$ cat src/rtl/core/spse_pkg.sv
// Shared types and constants for the sprite scanline evaluator.
// Used by spse_oam and sprite_scanline_evaluator_core; depends on nothing.
package spse_pkg;

    // Fixed geometry of the attribute store and its entries.
    localparam int STORE_BYTES   = 256;
    localparam int STORE_AW      = 8;
    localparam int ENTRY_IDX_W   = 6;
    localparam int SPRITE_HEIGHT = 8;
    localparam logic [7:0] EMPTY_BYTE = 8'hFF;

    // Stream widths; the data widths are padded to whole bytes.
    localparam int S_TDATA_W = 24;
    localparam int S_TUSER_W = 3;
    localparam int M_TDATA_W = 48;

    // Operation codes carried in the input tuser.
    typedef enum logic [2:0] {
        FUNC_SET_ADDR  = 3'd0,
        FUNC_WRITE     = 3'd1,
        FUNC_READ      = 3'd2,
        FUNC_READ_ADDR = 3'd3,
        FUNC_EVAL      = 3'd4
    } func_t;

    // Sequencer states.
    typedef enum logic [2:0] {
        ST_IDLE,
        ST_READ,
        ST_SCAN,
        ST_COPY,
        ST_EMIT
    } state_t;

    // Write request into the attribute store.
    typedef struct packed {
        logic                en;
        logic [STORE_AW-1:0] addr;
        logic [7:0]          data;
    } oam_wr_t;

endpackage

$ cat src/rtl/core/sprite_scanline_evaluator_core.sv
// Top level of the sprite scanline evaluator: sequencer, secondary store, output register.
// Depends on spse_pkg and spse_oam.
//
// Channel  Dir  Handshake          Contents
// s_       in   s_tvalid/s_tready  tuser: func; tdata: data, scanline
// m_       out  m_tvalid/m_tready  tdata: read byte or one secondary slot; tlast
//
// Set address and write byte complete on acceptance. A read passes through ST_READ, which loads
// the registered store byte or the address into the output register; the input is ready again
// once that load is made. Evaluate scans the y byte of each entry, copies the remaining bytes of
// each chosen sprite, then emits one result per slot; the single read port of the attribute store
// sets the scan pace. Reset needs no clearing pass; valid bits cover the store.
// A stalled output holds the sequencer in place until the transaction completes.
module sprite_scanline_evaluator_core
    import spse_pkg::*;
#(
    parameter int SPRITE_COUNT  = 64,
    parameter int SLOT_COUNT    = 8,
    parameter int VISIBLE_LINES = 240
) (
    input  logic                 aclk,
    input  logic                 aresetn,
    input  logic                 s_tvalid,
    output logic                 s_tready,
    input  logic [S_TDATA_W-1:0] s_tdata,  // data[7:0], scanline[16:8], zero pad
    input  logic [S_TUSER_W-1:0] s_tuser,  // func[2:0]
    output logic                 m_tvalid,
    input  logic                 m_tready,
    output logic [M_TDATA_W-1:0] m_tdata,  // read_data[7:0], slot[10:8], sprite_y[18:11],
                                           // sprite_tile[26:19], sprite_attr[34:27],
                                           // sprite_x[42:35], zero_selected[43], zero pad
    output logic                 m_tlast
);

    localparam int ENT_W   = $clog2(SPRITE_COUNT + 1);
    localparam int CNT_W   = $clog2(SLOT_COUNT + 1);
    localparam int SLOT_IW = (SLOT_COUNT > 1) ? $clog2(SLOT_COUNT) : 1;

    state_t                 state_reg, state_next;
    logic [STORE_AW-1:0]    addr_reg, addr_next;
    logic [8:0]             line_reg, line_next;
    logic [ENT_W-1:0]       ent_reg, ent_next;
    logic [ENTRY_IDX_W-1:0] chk_reg, chk_next;
    logic                   pend_reg, pend_next;
    logic [1:0]             cp_reg, cp_next;
    logic [CNT_W-1:0]       cnt_reg, cnt_next;
    logic                   zero_reg, zero_next;
    logic [SLOT_IW-1:0]     k_reg, k_next;
    logic                   rdaddr_reg, rdaddr_next;
    logic [7:0]             ystage_reg, ystage_next;
    logic [7:0]             tile_reg, tile_next;
    logic [7:0]             attr_reg, attr_next;
    logic                   m_tvalid_reg, m_tvalid_next;
    logic                   m_tlast_reg, m_tlast_next;
    logic [M_TDATA_W-1:0]   m_tdata_reg, m_tdata_next;

    logic [31:0]            sec_reg [SLOT_COUNT];
    logic                   sec_we;
    logic [31:0]            sec_rd;

    oam_wr_t                oam_wr;
    logic [STORE_AW-1:0]    oam_raddr;
    logic [7:0]             oam_rdata;

    logic                   in_hs;
    logic                   out_free;
    func_t                  func_in;
    logic [7:0]             data_in;
    logic [8:0]             line_in;
    logic                   y_match;
    logic [8:0]             y_ext;

    spse_oam u_oam (
        .aclk    (aclk),
        .aresetn (aresetn),
        .wr      (oam_wr),
        .raddr   (oam_raddr),
        .rdata   (oam_rdata)
    );

    assign func_in  = func_t'(s_tuser);
    assign data_in  = s_tdata[7:0];
    assign line_in  = s_tdata[16:8];
    assign s_tready = (state_reg == ST_IDLE);
    assign in_hs    = s_tvalid && s_tready;
    assign out_free = !m_tvalid_reg || m_tready;

    // The single compare unit: y lies within the sprite height above the line.
    assign y_ext   = {1'b0, oam_rdata};
    assign y_match = (oam_rdata != EMPTY_BYTE) && (line_reg > y_ext) &&
                     (line_reg <= y_ext + 9'(SPRITE_HEIGHT));

    // Slots at or beyond the fill count read as empty.
    assign sec_rd = (CNT_W'(k_reg) < cnt_reg) ? sec_reg[k_reg] : {4{EMPTY_BYTE}};

    // Secondary store, written once per copied sprite.
    always_ff @(posedge aclk) begin
        if (sec_we) begin
            sec_reg[SLOT_IW'(cnt_reg)] <= {oam_rdata, attr_reg, tile_reg, ystage_reg};
        end
    end

    // Control and payload registers.
    always_ff @(posedge aclk) begin
        if (!aresetn) begin
            state_reg    <= ST_IDLE;
            addr_reg     <= '0;
            ent_reg      <= '0;
            pend_reg     <= 1'b0;
            cp_reg       <= '0;
            cnt_reg      <= '0;
            zero_reg     <= 1'b0;
            k_reg        <= '0;
            m_tvalid_reg <= 1'b0;
        end else begin
            state_reg    <= state_next;
            addr_reg     <= addr_next;
            ent_reg      <= ent_next;
            pend_reg     <= pend_next;
            cp_reg       <= cp_next;
            cnt_reg      <= cnt_next;
            zero_reg     <= zero_next;
            k_reg        <= k_next;
            m_tvalid_reg <= m_tvalid_next;
        end
        line_reg    <= line_next;
        chk_reg     <= chk_next;
        rdaddr_reg  <= rdaddr_next;
        ystage_reg  <= ystage_next;
        tile_reg    <= tile_next;
        attr_reg    <= attr_next;
        m_tlast_reg <= m_tlast_next;
        m_tdata_reg <= m_tdata_next;
    end

    // Sequencer: next state, store accesses and output loading.
    always_comb begin
        state_next    = state_reg;
        addr_next     = addr_reg;
        line_next     = line_reg;
        ent_next      = ent_reg;
        chk_next      = chk_reg;
        pend_next     = pend_reg;
        cp_next       = cp_reg;
        cnt_next      = cnt_reg;
        zero_next     = zero_reg;
        k_next        = k_reg;
        rdaddr_next   = rdaddr_reg;
        ystage_next   = ystage_reg;
        tile_next     = tile_reg;
        attr_next     = attr_reg;
        m_tvalid_next = m_tvalid_reg && !m_tready;
        m_tlast_next  = m_tlast_reg;
        m_tdata_next  = m_tdata_reg;
        oam_wr        = '0;
        oam_raddr     = addr_reg;
        sec_we        = 1'b0;

        case (state_reg)
            ST_IDLE: begin
                if (in_hs) begin
                    case (func_in)
                        FUNC_SET_ADDR: begin
                            addr_next = data_in;
                        end
                        FUNC_WRITE: begin
                            oam_wr.en   = 1'b1;
                            oam_wr.addr = addr_reg;
                            oam_wr.data = data_in;
                            addr_next   = addr_reg + 1'b1;
                        end
                        FUNC_READ, FUNC_READ_ADDR: begin
                            rdaddr_next = (func_in == FUNC_READ_ADDR);
                            state_next  = ST_READ;
                        end
                        FUNC_EVAL: begin
                            k_next = '0;
                            if (line_in < 9'(VISIBLE_LINES)) begin
                                line_next  = line_in;
                                cnt_next   = '0;
                                zero_next  = 1'b0;
                                ent_next   = '0;
                                pend_next  = 1'b0;
                                state_next = ST_SCAN;
                            end else begin
                                state_next = ST_EMIT;
                            end
                        end
                        default: begin
                        end
                    endcase
                end
            end

            ST_READ: begin
                if (out_free) begin
                    m_tvalid_next = 1'b1;
                    m_tlast_next  = 1'b1;
                    m_tdata_next  = '0;
                    m_tdata_next[7:0] = rdaddr_reg ? addr_reg : oam_rdata;
                    state_next    = ST_IDLE;
                end
            end

            ST_SCAN: begin
                oam_raddr = {6'(ent_reg), 2'b00};
                if (pend_reg && y_match) begin
                    // A match with no free slot ends the scan.
                    pend_next = 1'b0;
                    if (cnt_reg == CNT_W'(SLOT_COUNT)) begin
                        state_next = ST_EMIT;
                    end else begin
                        ystage_next = oam_rdata;
                        cp_next     = 2'd1;
                        state_next  = ST_COPY;
                    end
                end else if (ent_reg < ENT_W'(SPRITE_COUNT)) begin
                    chk_next  = 6'(ent_reg);
                    ent_next  = ent_reg + 1'b1;
                    pend_next = 1'b1;
                end else begin
                    pend_next  = 1'b0;
                    state_next = ST_EMIT;
                end
            end

            ST_COPY: begin
                // Bytes one to three are requested, each captured in the cycle after its request.
                oam_raddr = {chk_reg, cp_reg};
                cp_next   = cp_reg + 1'b1;
                case (cp_reg)
                    2'd2: tile_next = oam_rdata;
                    2'd3: attr_next = oam_rdata;
                    2'd0: begin
                        sec_we   = 1'b1;
                        cnt_next = cnt_reg + 1'b1;
                        if (chk_reg == '0) begin
                            zero_next = 1'b1;
                        end
                        state_next = ST_SCAN;
                    end
                    default: begin
                    end
                endcase
            end

            ST_EMIT: begin
                if (out_free) begin
                    m_tvalid_next       = 1'b1;
                    m_tlast_next        = (k_reg == SLOT_IW'(SLOT_COUNT - 1));
                    m_tdata_next        = '0;
                    m_tdata_next[10:8]  = 3'(k_reg);
                    m_tdata_next[42:11] = sec_rd;
                    m_tdata_next[43]    = zero_reg;
                    if (k_reg == SLOT_IW'(SLOT_COUNT - 1)) begin
                        k_next     = '0;
                        state_next = ST_IDLE;
                    end else begin
                        k_next = k_reg + 1'b1;
                    end
                end
            end

            default: begin
                state_next = ST_IDLE;
            end
        endcase
    end

    assign m_tvalid = m_tvalid_reg;
    assign m_tdata  = m_tdata_reg;
    assign m_tlast  = m_tlast_reg;

    // The fill count never passes the number of slots.
    a_cnt_bound: assert property (@(posedge aclk) disable iff (!aresetn)
        cnt_reg <= CNT_W'(SLOT_COUNT))
        else $error("secondary fill count exceeds slot count");

    // A copy only starts while a free slot remains.
    a_copy_room: assert property (@(posedge aclk) disable iff (!aresetn)
        (state_reg == ST_COPY) |-> (cnt_reg < CNT_W'(SLOT_COUNT)))
        else $error("copy started with no free slot");

    // Leaving the emit phase always leaves the final slot marked last in the output register.
    a_emit_last: assert property (@(posedge aclk) disable iff (!aresetn)
        (state_reg == ST_EMIT && state_next == ST_IDLE) |=> (m_tvalid_reg && m_tlast_reg))
        else $error("emit phase ended without a last result");

    // An evaluate transaction for a line outside the visible range goes straight to emitting.
    a_invisible: assert property (@(posedge aclk) disable iff (!aresetn)
        (in_hs && func_in == FUNC_EVAL && line_in >= 9'(VISIBLE_LINES))
        |=> (state_reg == ST_EMIT))
        else $error("invisible line did not skip the scan");

endmodule

$ cat src/rtl/core/spse_oam.sv
// Sprite attribute store: 256 bytes, one write and one registered read a cycle.
// Per-byte valid bits make unwritten bytes read as 0xFF; depends on spse_pkg.
module spse_oam
    import spse_pkg::*;
(
    input  logic                aclk,
    input  logic                aresetn,
    input  oam_wr_t             wr,
    input  logic [STORE_AW-1:0] raddr,
    output logic [7:0]          rdata
);

    logic [7:0]             mem [STORE_BYTES];
    logic [STORE_BYTES-1:0] valid_reg;
    logic [7:0]             rd_reg;
    logic                   rd_valid_reg;

    // Storage array and its registered read port.
    always_ff @(posedge aclk) begin
        if (wr.en) begin
            mem[wr.addr] <= wr.data;
        end
        rd_reg <= mem[raddr];
    end

    // Valid bits stand in for the reset value of every byte.
    always_ff @(posedge aclk) begin
        if (!aresetn) begin
            valid_reg    <= '0;
            rd_valid_reg <= 1'b0;
        end else begin
            if (wr.en) begin
                valid_reg[wr.addr] <= 1'b1;
            end
            rd_valid_reg <= valid_reg[raddr];
        end
    end

    assign rdata = rd_valid_reg ? rd_reg : EMPTY_BYTE;

endmodule
$ cat config.mk
export PLATFORM = sky130hd
export DESIGN_NAME = sprite_scanline_evaluator_core
export DESIGN_NICKNAME = d
export VERILOG_FILES = /design/src/rtl/core/spse_pkg.sv /design/src/rtl/core/sprite_scanline_evaluator_core.sv /design/src/rtl/core/spse_oam.sv
export SDC_FILE = /design/constraint.sdc
export NUM_CORES = 2
export LEC_CHECK = 0
export BUFFER_PORTS_ARGS = -buffer_cell sky130_fd_sc_hd__buf_2
export CORE_AREA = 10 10 640 485
export CTS_BUF_LIST = sky130_fd_sc_hd__clkbuf_2 sky130_fd_sc_hd__clkbuf_4 sky130_fd_sc_hd__clkbuf_8
export DETAILED_ROUTE_END_ITERATION = 8
export DIE_AREA = 0 0 650 495
export GPL_TIMING_DRIVEN = 1
export PLACE_DENSITY = 0.5
export SLEW_MARGIN = 20
export SYNTH_ARGS = -nofsm -noshare
export SYNTH_HDL_FRONTEND = slang
export SYNTH_HIERARCHICAL = 1
export SYNTH_SLANG_ARGS = --single-unit
$ cat constraint.sdc
create_clock -name aclk -period 8.66 [get_ports aclk]
set_clock_uncertainty 0.2 [all_clocks]
set_input_delay 1.732 -clock aclk [delete_from_list [all_inputs] [get_ports aclk]]
set_output_delay 1.732 -clock aclk [all_outputs]
set_load 0.03 [all_outputs]
-- Yosys cells after proc, flatten, opt, wreduce, memory -nomap -nowiden
Memory sizes are Yosys's and may differ from the RTL's. A register that Yosys moved wholly into a read port is not among the register bits.
Cells that the tools add are included.
- shift-type cells: 0
- bitwise operators: 3
- mux-type cells: 67
- equality and inequality tests: 27
- $add $sub $neg: 6
- magnitude comparators: 8
- div/mod/pow operators: 0
- multipliers: 0
- reductions and logical operators: 36
- operators with widths (operator ; count):
    $or 256x256->256 ; 1
    $mux 48 ; 2
    $pmux 48 s2 ; 1
    $mux 17 ; 3
    $mux 3 ; 15
    $mux 7 ; 5
    $mux 32 ; 1
    $pmux 8 s2 ; 2
    $mux 1 ; 19
    $lt 8x9->1 const B ; 2
    $ne 2x2->1 const B ; 9
    $reduce_and 3->1 ; 6
    $mux 4 ; 4
    $mux 8 ; 2
    $pmux 3 s5 ; 1
    $pmux 7 s2 ; 1
    $eq 3x2->1 const B ; 4
    $pmux 3 s2 ; 2
    $reduce_and 4->1 ; 3
    $reduce_and 6->1 ; 2
    $reduce_bool 2->1 ; 6
    $add 8x4->9 const B ; 1
    $eq 3x3->1 const B ; 3
    $gt 9x8->1 ; 1
    34 further kinds ; 51
- bits in registers: 376
- logic and storage cells: 168
- memory bits (writable): 2304
- latch bits: 0
- input port bits: 31
- memories: 2
- ROM bits: 0
- memory list (memory ; depth ; width ; read ports ; clocked after Yosys merged registers in ; wr ports ; RTL line ; source):
    u_oam.mem ; 256 ; 8 ; 1 ; 1 ; 1 ; spse_oam.sv:13 ; logic [7:0] mem [STORE_BYTES];
    sec_reg ; 8 ; 32 ; 1 ; 1 ; 1 ; sprite_scanline_evaluator_core.sv:57 ; logic [31:0] sec_reg [SLOT_COUNT];

-- Depth between registers and ports, before layout
- depth in word-level cells: 9
- mapped depth: 17

-- Hierarchy
The synthesis kept the hierarchy.
- by module, submodules not included (module ; seq. area each (um^2) ; area each (um^2) ; times used ; cells each):
    spse_oam ; 66804.1 ; 88638.8 ; 1 ; 4396
    sprite_scanline_evaluator_core ; 10900.5 ; 14991.9 ; 1 ; 855

-- Least setup slack after synthesis
Ideal clock, no wire load.
- kind: in2reg
- start: input s_tuser[1]
- end: memory u_oam.mem[0][5] (data pin)
- arrival time: 5.795 ns
- setup slack: 1.796 ns
- cell stages on the path: 5
- library setup time: 0.869 ns
- required time: 7.591 ns
- cells stage by stage: nor2_1 -> nand3_1 -> nor2_1 -> buf_2 -> and2_1
- RTL lines (item ; RTL line ; source):
    start, declared ; sprite_scanline_evaluator_core.sv:26 ; input logic [S_TUSER_W-1:0] s_tuser,
    end, declared ; spse_oam.sv:13 ;

-- Worst setup path in the final report
- start: register state_reg[0]
- end: register u_oam.rd_reg[0], read port of u_oam.mem
- longest elaborated chain between the ends: 2
- elaborated cells on any way between the ends: 3
- those cells by class: 2 x eq/ne; 1 x mux
- ends and longest elaborated chain (item ; RTL line ; source):
    start, declared ; sprite_scanline_evaluator_core.sv:39 ; state_t state_reg, state_next;
    start signal, assigned ; sprite_scanline_evaluator_core.sv:116 ; state_reg <= state_next;
    $eq 3x2->1 ; sprite_scanline_evaluator_core.sv:159 ; case (state_reg)
    $pmux 8 s2 (*) ; sprite_scanline_evaluator_core.sv:159 ;
    named net oam_raddr[0] ; sprite_scanline_evaluator_core.sv:62 ; logic [STORE_AW-1:0] oam_raddr;
    end, declared ; spse_oam.sv:15 ; logic [7:0] rd_reg;
Mark *: on every way through the listed nets, which the timed path passes. The rest lies on a longest branch.
A chain may end at the register's enable or synchronous reset.

==> results.cfg <==
[timing]
period_share_pct = 71.9
hold_viol = 0
relSlewSlack_pct = 14.1
fmax_ghz = 0.161
min_period_ns = 6.22
rsz0062_at_grt = no
fin_setup_tns_ns = 0
timing.hold.ws_ns = 0.264
final-setup-viol-count = 0
final_max_slew_viol_count = 0
tightest_slew_ns = 1.28

[floorplan]
pin_count = 82
start_util_pct = 34.8
die_area_um2 = 322000
coreArea_um2 = 298000
die_w_um = 650
die_h_um = 495
rows = 174

[setup_path]
critPathMaxFanout = 32
endpoint_kind = flop
crit_chain = inv_1 -> nor2_1 -> a22o_4 -> buf_12 -> buf_12 -> mux4_2 -> mux4_2 -> o22ai_1 -> nor4_1 -> and4b_1
critPathSlowestCell = dfxtp_1
r2r_start = state_reg[0]
path_delay_family = compound AO/OA/AOI/OAI gates
crit_start = state_reg[0]
critPathKind = reg2reg
cp.buffers_inverters = 3
cp.required_ns = 9.35
slowest_delay_ns = 0.88
crit_path_start_kind = flop
worst-path-stages = 10
rr_worst_depth = 10
worstPathArrival_ns = 6.91

[power]
p_seq_share_pct = 54.3
power_mw = 25.8
combPwrFrac_pct = 3.1
peakVddDrop_uv = 146
cellPowerDensity_nw_per_um2 = 219
p_int_mw = 20.3
power_leakage_nw = 34.5
p_sw_share_pct = 21.3
clockPowerShare_pct = 42.7
p_sw_mw = 5.50

[min_path]
worstHoldStart = u_oam/valid_reg[254]
hold_path_depth = 2
hold_class = reg2reg

[layout]
final_cell_count_no_fill = 9897
n_fill_cell = 26900
area_delta_synth_final_pct = 13.5
nets = 5641
register_area_um2 = 77700
largest_register_ffs = 2048
multiInputGateArea_um2 = 24600
final_common_cell = edfxtp_1
drive_gt1_share_pct = 29.2
design_area_um2 = 118000
final_cell_mix = 2389 x edfxtp_1, 819 x nor2_1, 721 x mux4_2, 458 x clkbuf_8, 295 x dfxtp_1

[clocking]
clk_latency_ns = 1.01
postCtsHoldBufs = 0
cts_tree = yes
clk_transition_reported_paths_ns = 0.07
post_cts_resize_count = 0
htreeDepth = 5
clockBufferDepth = 4
root_buffer = clkbuf_8
cts.sinks = 2687
post_cts_buffers = 0
cts_buffers = 418

[grt]
grt_pass1_vias = 52500
grt_start_max_net_pins = 191
grt_first_pass_wirelength_um = 393000
grt_remaining_overflow = 0
track_usage_pct = 16.6
antenna_found_initial = 17

[logic_synthesis]
synth_compound_area_share_pct = 1.39
avgSynthCellArea_um2 = 19.7
async_flop_share_pct = 0
synth_cells = 5251
synthAdderAreaFrac_pct = 0.314
synthXorXnorAreaFrac_pct = 0.110
netlist.top_cell.by_area = edfxtp_1
synth.area.top_cells = edfxtp_1 69%, mux4_2 16%, dfxtp_1 5.8%
ys_ff_latch = 2687
synth_edf_count = 2389
synth_cell_types = 68
synth_top_family_by_area = multiplexers
synth_mux_area_share_pct = 17.2
netlist.area_leader.share_pct = 69.2
ys_seq_area_share_pct = 75.0
netlist_area_um2 = 104000
ys.flop_type = edfxtp_1
ys_warn_count = 6
synth-simple-area-share_pct = 4.51

[placed_design]
placed_cells = 9123
gp_congestion = 0.796
portBuffers = 70
placed_cell_area_um2 = 109000
dp_hpwl_um = 164000

[flow_run]
maxCapViolCount = 0

[drt]
avgRoutedWirePerCell_um = 27.8
first_pass_iters = 6
routed_wl_um = 275000
drc_errors = 0
antenna_left = 0
viasPerCell = 5.29
drt_iter0_markers = 5264
vias = 52400

[run_status]
status = finished, final reports clean
-- through the flow --
stage / utilization (%) / setup slack (ns)
global placement: 36.5 / 1.97
floorplan: - / 1.80
CTS: 39.5 / 2.40
global route: 39.5 / 2.20
detailed placement: 36.6 / 2.06
finish: 39.5 / 2.44
-- cell families after synthesis --
kind of cell,after synthesis
flip-flops,2687
multiplexers,868
buffers and inverters,319
XOR/XNOR,13
other,1
AO/OA/AOI/OAI,226
adder cells (fa/ha/maj),26
AND/OR/NAND/NOR,1111
-- layer usage --
metal | GRT usage (%) | vias up | wire (um) | part of all wire, %
li1 | - | 21900 | - | -
met2 | 23.8 | 1863 | 117000 | 43
met1 | 25.8 | 28200 | 132000 | 48
met3 | 3.53 | 391 | 20300 | 7.4
met4 | 3.79 | 2 | 5690 | 2.1
met5 | 0 | - | 7 | 0.0025
-- layout make-up --
type | instances | area share (%)
flip-flops and latches | 2687 | 66.1
inverters | 29 | 0.103
clock inverters | 144 | 0.895
multi-input cells | 2248 | 20.9
well taps | 3960 | 4.21
repair buffers | 200 | 1.40
diodes | 1 | 0.00213
clock buffers | 628 | 6.44
-- worst reg2reg max path, cell delays in order, from the launching register on --
cell and delay, ns:
dfxtp_1 0.88, inv_1 0.31, nor2_1 0.59, a22o_4 0.78, buf_12 0.42, buf_12 0.34, mux4_2 0.57, mux4_2 0.54
o22ai_1 0.72, nor4_1 0.38, and4b_1 0.37
-- final timing paths --
kind              slack (ns)                    to
hold / removal          0.26  u_oam/valid_reg[254]
setup reg to reg        2.44       u_oam/rd_reg[0]
hold reg to reg         0.26  u_oam/valid_reg[254]
setup / recovery        2.44       u_oam/rd_reg[0]
-- synthesized netlist by cell type, types with 8 or more instances --
cell,n
o22ai_1,79
o221ai_1,16
buf_1,18
inv_1,27
xnor2_1,8
mux2_2,51
a21oi_1,63
mux4_2,721
clkbuf_1,151
ha_1,26
nand2_1,90
edfxtp_1,2389
a22o_1,8
nor3_1,14
buf_2,71
and4b_1,10
nor2b_1,13
buf_4,26
nor2_1,830
nand2b_1,15
and2_1,18
o21ai_0,20
nor4_1,18
mux2i_1,96
nand3_1,50
buf_6,17
a31oi_1,8
dfxtp_1,298
nand4_1,25
-- power groups by stage --
stage	combinational, mW	clock (mW)	sequential [mW]
after global placement	0.796	0	14.3
after global routing	0.836	11.9	14.0
after floorplan	0.497	0	14.3
after CTS	0.802	11.3	14.0
after detailed placement	0.800	0	14.3
final	0.789	11.0	14.0
Power figures use the tool's default switching activity.
